[src/ova_pkg.sv]
// ova_pkg: shared types and constants for the oldest-first voice allocator
// depends on nothing; imported by ova_voice_ram, oldest_voice_allocator_top and the test bench
package ova_pkg;

  localparam int NOTE_W  = 7;
  localparam int STAMP_W = 32;
  localparam int VOICE_W = 7;
  localparam int OP_W    = 2;
  localparam int COUNT_W = 8;

  localparam logic [COUNT_W-1:0] COUNT_RESET = 8'd12;

  localparam logic [OP_W-1:0] OP_NOTE_ON  = 2'd0;
  localparam logic [OP_W-1:0] OP_NOTE_OFF = 2'd1;
  localparam logic [OP_W-1:0] OP_BCAST    = 2'd2;

  // per-voice stored data; the busy flag lives in flops in the top level
  typedef struct packed {
    logic [NOTE_W-1:0]  note;
    logic [STAMP_W-1:0] stamp;
  } ova_entry_t;

endpackage

[src/ova_voice_ram.sv]
// ova_voice_ram: one write port, one registered read port voice table
// depends on ova_pkg for the entry type
module ova_voice_ram #(
  parameter int DEPTH = 128,
  parameter int AW    = 7
) (
  input  logic                clk,
  input  logic                wr_en,
  input  logic [AW-1:0]       wr_addr,
  input  ova_pkg::ova_entry_t wr_data,
  input  logic [AW-1:0]       rd_addr,
  output ova_pkg::ova_entry_t rd_data
);
  import ova_pkg::*;

  ova_entry_t mem [DEPTH];
  ova_entry_t rd_data_r;

  always_ff @(posedge clk) begin
    if (wr_en) begin
      mem[wr_addr] <= wr_data;
    end
    rd_data_r <= mem[rd_addr];
  end

  assign rd_data = rd_data_r;

endmodule

[src/oldest_voice_allocator_top.sv]
// oldest_voice_allocator_top: oldest-first voice stealing allocator
// depends on ova_pkg and ova_voice_ram
// results: a broadcast is answered from the idle state; a note event runs
//   through the table scan (one entry per cycle, up to n = active voices) and S_FIN
// throughput: one item at a time, the next item can be taken at the edge that
//   takes the result
// reset: synchronous active-low rst_n frees all voices, zeroes the stamp counter
//   and sets voice_count to 12; no clearing pass, results are never stalled
module oldest_voice_allocator_top #(
  parameter int MAX_VOICES = 128
) (
  input  logic                          clk,
  input  logic                          rst_n,
  input  logic                          start,
  output logic                          busy,
  input  logic [ova_pkg::OP_W-1:0]      in_op,
  input  logic [ova_pkg::NOTE_W-1:0]    in_note,
  output logic                          out_valid,
  output logic [ova_pkg::VOICE_W-1:0]   out_voice,
  output logic                          out_hit,
  output logic                          out_stolen,
  output logic                          out_broadcast,
  input  logic                          cfg_valid,
  output logic                          cfg_ready,
  input  logic [ova_pkg::COUNT_W-1:0]   cfg_data
);
  import ova_pkg::*;

  // index width of the voice table; count width can also hold MAX_VOICES itself
  localparam int IW = (MAX_VOICES > 1) ? $clog2(MAX_VOICES) : 1;
  localparam int CW = IW + 1;
  localparam logic [COUNT_W-1:0] MAX_CNT = COUNT_W'(MAX_VOICES);

  typedef enum logic [1:0] {S_IDLE, S_SCAN, S_FIN} state_t;

  state_t                  state_r;
  logic [MAX_VOICES-1:0]   busy_r;          // per-voice sounding flag
  logic [STAMP_W-1:0]      stamp_cnt_r;
  logic [COUNT_W-1:0]      voice_count_r;

  // latched item
  logic [OP_W-1:0]         op_r;
  logic [NOTE_W-1:0]       note_r;
  logic [COUNT_W-1:0]      n_r;             // clamped active voice count

  // scan pipeline: address issue stage and data stage
  logic [CW-1:0]           addr_r;
  logic                    pipe_vld_r;
  logic [IW-1:0]           pipe_idx_r;
  logic [IW-1:0]           best_idx_r;
  logic [STAMP_W-1:0]      best_stamp_r;

  // chosen voice, held for the write-back cycle
  logic [IW-1:0]           vi_r;
  logic                    hit_r;
  logic                    stolen_r;

  // registered result
  logic                    out_valid_r;
  logic [VOICE_W-1:0]      out_voice_r;
  logic                    out_hit_r;
  logic                    out_stolen_r;
  logic                    out_broadcast_r;

  logic [COUNT_W-1:0]      n_nxt;
  logic                    issue;
  logic                    pipe_last;
  logic                    ent_busy;
  ova_entry_t              rd_entry;
  ova_entry_t              wr_entry;
  logic                    wr_en;

  // data stage decisions
  logic                    done;
  logic                    upd_best;
  logic [IW-1:0]           sel_vi;
  logic                    sel_hit;
  logic                    sel_stolen;

  // clamp voice_count into 1..MAX_VOICES
  always_comb begin
    if (voice_count_r == '0) begin
      n_nxt = COUNT_W'(1);
    end else if (voice_count_r > MAX_CNT) begin
      n_nxt = MAX_CNT;
    end else begin
      n_nxt = voice_count_r;
    end
  end

  // one table read issued per cycle while voices remain
  assign issue     = (state_r == S_SCAN) && (COUNT_W'(addr_r) < n_r);
  assign pipe_last = (COUNT_W'(pipe_idx_r) == (n_r - COUNT_W'(1)));
  assign ent_busy  = busy_r[pipe_idx_r];

  // only note-on writes the table: note and stamp of the chosen voice
  assign wr_en          = (state_r == S_FIN) && (op_r == OP_NOTE_ON);
  assign wr_entry.note  = note_r;
  assign wr_entry.stamp = stamp_cnt_r;

  ova_voice_ram #(
    .DEPTH (MAX_VOICES),
    .AW    (IW)
  ) u_ram (
    .clk     (clk),
    .wr_en   (wr_en),
    .wr_addr (vi_r),
    .wr_data (wr_entry),
    .rd_addr (addr_r[IW-1:0]),
    .rd_data (rd_entry)
  );

  // evaluate the entry that came back from the table this cycle
  always_comb begin
    done       = 1'b0;
    upd_best   = 1'b0;
    sel_vi     = best_idx_r;
    sel_hit    = 1'b0;
    sel_stolen = 1'b0;
    if (pipe_vld_r) begin
      case (op_r)
        OP_NOTE_ON: begin
          if (!ent_busy) begin
            // first free voice wins
            done    = 1'b1;
            sel_vi  = pipe_idx_r;
            sel_hit = 1'b1;
          end else begin
            // track oldest stamp, lowest index on ties
            if ((pipe_idx_r == '0) || (rd_entry.stamp < best_stamp_r)) begin
              upd_best = 1'b1;
            end
            if (pipe_last) begin
              done       = 1'b1;
              sel_vi     = upd_best ? pipe_idx_r : best_idx_r;
              sel_hit    = 1'b1;
              sel_stolen = 1'b1;
            end
          end
        end
        OP_NOTE_OFF: begin
          if (ent_busy && (rd_entry.note == note_r)) begin
            done    = 1'b1;
            sel_vi  = pipe_idx_r;
            sel_hit = 1'b1;
          end else if (pipe_last) begin
            // miss reports voice 0
            done   = 1'b1;
            sel_vi = '0;
          end
        end
        default: begin
          done = 1'b0;
        end
      endcase
    end
  end

  always_ff @(posedge clk) begin
    if (!rst_n) begin
      state_r       <= S_IDLE;
      busy_r        <= '0;
      stamp_cnt_r   <= '0;
      voice_count_r <= COUNT_RESET;
      pipe_vld_r    <= 1'b0;
      out_valid_r   <= 1'b0;
    end else begin
      out_valid_r <= 1'b0;
      pipe_vld_r  <= issue;
      pipe_idx_r  <= addr_r[IW-1:0];
      if (issue) begin
        addr_r <= addr_r + CW'(1);
      end

      // cfg always ready; unchecked, sender must write only while nothing is in flight
      if (cfg_valid) begin
        voice_count_r <= cfg_data;
      end

      unique case (state_r)
        S_IDLE: begin
          if (start) begin
            op_r   <= in_op;
            note_r <= in_note;
            n_r    <= n_nxt;
            addr_r <= '0;
            if ((in_op == OP_NOTE_ON) || (in_op == OP_NOTE_OFF)) begin
              state_r <= S_SCAN;
            end else begin
              // broadcast: answer at once, no voice or stamp state touched
              out_valid_r     <= 1'b1;
              out_voice_r     <= '0;
              out_hit_r       <= 1'b0;
              out_stolen_r    <= 1'b0;
              out_broadcast_r <= 1'b1;
            end
          end
        end
        S_SCAN: begin
          if (upd_best) begin
            best_idx_r   <= pipe_idx_r;
            best_stamp_r <= rd_entry.stamp;
          end
          if (done) begin
            vi_r     <= sel_vi;
            hit_r    <= sel_hit;
            stolen_r <= sel_stolen;
            state_r  <= S_FIN;
          end
        end
        S_FIN: begin
          // write back busy flag and stamp counter, present the result
          if (op_r == OP_NOTE_ON) begin
            busy_r[vi_r] <= 1'b1;
            stamp_cnt_r  <= stamp_cnt_r + STAMP_W'(1);
          end else if (hit_r) begin
            busy_r[vi_r] <= 1'b0;
          end
          out_valid_r     <= 1'b1;
          out_voice_r     <= VOICE_W'(vi_r);
          out_hit_r       <= hit_r;
          out_stolen_r    <= stolen_r;
          out_broadcast_r <= 1'b0;
          state_r         <= S_IDLE;
        end
        default: begin
          state_r <= S_IDLE;
        end
      endcase
    end
  end

  assign busy          = (state_r != S_IDLE);
  assign cfg_ready     = 1'b1;
  assign out_valid     = out_valid_r;
  assign out_voice     = out_voice_r;
  assign out_hit       = out_hit_r;
  assign out_stolen    = out_stolen_r;
  assign out_broadcast = out_broadcast_r;

  // a stolen voice always comes with a note-on hit
  assert property (@(posedge clk) disable iff (!rst_n)
    (out_valid && out_stolen) |-> (out_hit && !out_broadcast))
    else $error("stolen result without note-on hit");

  // scan data never comes from beyond the active voices
  assert property (@(posedge clk) disable iff (!rst_n)
    pipe_vld_r |-> (COUNT_W'(pipe_idx_r) < n_r))
    else $error("scan read past active voice count");

  // every note-on write-back advances the stamp counter by one
  assert property (@(posedge clk) disable iff (!rst_n)
    (state_r == S_FIN && op_r == OP_NOTE_ON) |=>
      (stamp_cnt_r == $past(stamp_cnt_r) + STAMP_W'(1)))
    else $error("stamp counter did not advance on note-on");

  // a note item accepted while idle makes the block busy next cycle
  assert property (@(posedge clk) disable iff (!rst_n)
    (start && !busy && (in_op == OP_NOTE_ON || in_op == OP_NOTE_OFF)) |=> busy)
    else $error("note item accepted but block not busy");

endmodule

[config.mk]
export PLATFORM = sky130hd
export DESIGN_NAME = oldest_voice_allocator_top
export DESIGN_NICKNAME = d
export VERILOG_FILES = /design/src/ova_pkg.sv /design/src/ova_voice_ram.sv /design/src/oldest_voice_allocator_top.sv
export SDC_FILE = /design/constraint.sdc
export NUM_CORES = 2
export LEC_CHECK = 0
export BUFFER_PORTS_ARGS = -buffer_cell sky130_fd_sc_hd__buf_2
export CAP_MARGIN = 30
export CORE_UTILIZATION = 57
export DETAILED_ROUTE_END_ITERATION = 8
export PLACE_DENSITY = 0.72
export SLEW_MARGIN = 30
export SYNTH_ARGS = -nofsm -noshare
export SYNTH_HDL_FRONTEND = slang
export SYNTH_MEMORY_MAX_BITS = 65536
export SYNTH_SLANG_ARGS = --single-unit
[constraint.sdc]
create_clock -name clk -period 5 [get_ports clk]
set_input_delay 1 -clock clk [delete_from_list [all_inputs] [get_ports clk]]
set_output_delay 1 -clock clk [all_outputs]
set_load 0.05 [all_outputs]
==> results.json <==
{
  "vias": 99000,
  "cts.sink_count": 5293,
  "dieHeight_um": 598,
  "synth_nets": 8595,
  "grt_pass1_vias": 98200,
  "avgRoutedWirePerCell_um": 38.6,
  "reg2reg_from": "addr_r[1]",
  "synth_top_family_by_area": "multiplexers",
  "drtPass1Iterations": 6,
  "yosys-mux-area-fraction_pct": 18.9,
  "required_ns": 5.92,
  "layout.nets": 9077,
  "slew_headroom_pct": 29.1,
  "critPathMaxFanout": 13,
  "clock_power_share_pct": 38.3,
  "clock_path_buffers": 4,
  "cts_resized": 0,
  "setup_ws_ns": 0.734,
  "drc_errors": 0,
  "via_per_inst": 6.98,
  "drv_slew": 0,
  "start_kind": "register",
  "synth_xor_area_share_pct": 0.182,
  "p_int_w": 0.0762,
  "clkTransAtPathRegs_ns": 0.06,
  "routed_wl_um": 548000,
  "drt_iter0_drc": 16200,
  "place_congestion": 0.905,
  "design.core.area_um2": 353000,
  "drive_above_1_share_pct": 32.2,
  "leakage_nw": 71.9,
  "antenna_found_initial": 72,
  "switching_share_pct": 24.0,
  "synth_most_common_cell": "edfxtp_1",
  "rsz0062_at_grt": "no",
  "outcome": "finished, final reports clean",
  "synth_edf_count": 5082,
  "setup_violations": 0,
  "crit_path_start": "addr_r[1]",
  "cts_hold_buf": 0,
  "regArea_um2": 157000,
  "finalCritPeriodShare_pct": 85.3,
  "syn_inst": 8533,
  "setup_tns_ns": 0,
  "io_pins": 34,
  "cts_setup_buffers": 0,
  "seq_power_share_pct": 48.4,
  "r2r-end": "u_ram.rd_data[14]",
  "start_util_pct": 57.4,
  "p_total_w": 0.100,
  "grtUsageTotal_pct": 30.8,
  "max_cap_viol_count": 0,
  "yosys.area_share.adder_pct": 0.253,
  "finalCriticalPeriod_ns": 4.27,
  "syn_avg_cell_area_um2": 23.7,
  "grt_pass1_wl_um": 760000,
  "holdPathStages": 1,
  "rows": 218,
  "ys_ff_latch": 5293,
  "clkLatencyLatePin_ns": 1.04,
  "end_kind": "register",
  "synth-async-reset-ratio_pct": 0,
  "grt_max_degree": 140,
  "dieArea_um2": 358000,
  "synth_area_leaders": "edfxtp_1 75%, mux4_2 18%, dfxtp_1 2.1%, nor2_1 0.60%, clkbuf_1 0.55%",
  "seq_area_frac_synth_pct": 77.5,
  "rr_worst_depth": 8,
  "whs_ns": 0.136,
  "nFillCells": 21900,
  "syn_to_final_growth_pct": 12.9,
  "syn-cell-area_um2": 202000,
  "endpoint": "u_ram.rd_data[14]",
  "ir_drop_uv": 359,
  "cts_buffers": 522,
  "fmax_mhz": 234,
  "arrival_ns": 5.18,
  "synthSimpleGateAreaFrac_pct": 1.20,
  "final_core_util_pct": 64.8,
  "dpl.hpwl_um": 296000,
  "hold_path.class": "in2reg",
  "tritoncts": "done",
  "synth_compound_area_share_pct": 1.00,
  "post-place-ws_ns": 0.863,
  "multi_input_area_um2": 44600,
  "r2r_setup_slack_ns": 0.73,
  "numPortBuffers": 32,
  "combPwrFrac_pct": 13.4,
  "yosysTopAreaCell": "edfxtp_1",
  "synth.top_cell.area_share_pct": 75.4,
  "fin_worst_skew_ns": 0.0430,
  "yosys-top-cells-count": "5082 x edfxtp_1, 1661 x mux4_2, 323 x nor2_1",
  "drtAntennaViolNets": 0,
  "critical_path_class": "reg2reg",
  "synth_warnings": 0,
  "chipWidth_um": 598,
  "grt_remaining_overflow": 0,
  "switching_power_w": 0.0241,
  "htreeDepth": 6,
  "ys_types": 71,
  "finalHoldViolCount": 0,
  "clock-root-buffer": "clkbuf_16",
  "tightest_slew_ns": 1.06,
  "powerDensity_nw_per_um2": 439,
  "ys.flop_type": "edfxtp_1"
}
## power groups by stage
stage | clock [W] | sequential [W] | combinational (W)
after floorplan | 0 | 0.0493 | 0.00848
after global placement | 0 | 0.0495 | 0.0131
after detailed placement | 0 | 0.0495 | 0.0132
after CTS | 0.0387 | 0.0485 | 0.0133
after global routing | 0.0403 | 0.0485 | 0.0139
final | 0.0384 | 0.0486 | 0.0134
## layout make-up
cell class / count / area share (%)
sequential: 5293 / 68.7
inverter: 55 / 0.0903
clock inverter: 261 / 1.05
antenna: 37 / 0.0405
tap: 4730 / 2.59
clock buffer: 673 / 6.17
multi-input combinational: 2719 / 19.5
timing repair buffer: 424 / 1.89
## registers in the layout, summed over array words and instances, names as in the netlist, 2 cells and up, named ones only
signal / cells
pipe_idx_r: 7
stamp_cnt_r: 32
out_voice: 7
n_r: 8
state_r: 2
best_stamp_r: 32
u_ram.mem: 4992
note_r: 7
op_r: 2
u_ram.rd_data: 39
addr_r: 8
vi_r: 7
voice_count_r: 8
best_idx_r: 7
## worst min-delay path by stage
stage / startpoint / to
3_3_place_gp: u_ram.rd_data[12] / best_stamp_r[12]
2_1_floorplan: u_ram.rd_data[0] / best_stamp_r[0]
5_1_grt: in_note[1] / note_r[1]
3_5_place_dp: u_ram.rd_data[12] / best_stamp_r[12]
4_1_cts: in_note[1] / note_r[1]
6_report: in_note[1] / note_r[1]
## layer usage
layer	wire length (um)	GRT usage [%]	share of wire (%)	up-vias
li1	-	-	-	37500
met1	195000	43.2	36	53000
met2	254000	46.5	46	7399
met3	75000	8.54	14	1082
met4	23800	12.1	4.3	38
met5	232	0	0.042	-
## per-stage QoR
stage,cells,cell area (um^2)
after CTS,14100,228000
after detailed placement,13200,212000
after global placement,13200,212000
final,14200,229000
after global routing,14200,229000
after floorplan,8533,202000
## critical path, stage by stage, from the launching register on
cell and delay (ns):
edfxtp_1 1.05, buf_12 0.32, buf_12 0.21, buf_4 0.25, buf_4 0.23, mux4_2 0.31, mux4_2 0.67, mux4_2 0.71
mux2_2 0.36
## cells by family after synthesis
family,after synthesis
flops,5293
compound gates,360
fa+ha+maj,41
mux,1735
buf+inv,521
xor+xnor,42
other cells,1
simple gates,540
## placed cells by master (no fill, tap or decap), drive strengths merged, types with 18 or more instances in the layout
cell type	netlist	final
bufinv	0	36
clkinv	0	197
nand2	66	66
nand3	18	18
edfxtp	5082	5082
diode	0	37
mux2	42	42
o21ai	144	144
clkbuf	295	673
mux4	1661	1661
a21oi	156	156
xor2	27	27
inv	55	75
buf	171	424
dfxtp	211	211
nor2	324	324
mux2i	32	32
ha	41	41
nor3	19	19
nor2b	21	21
(Power assumes the default switching activity.)
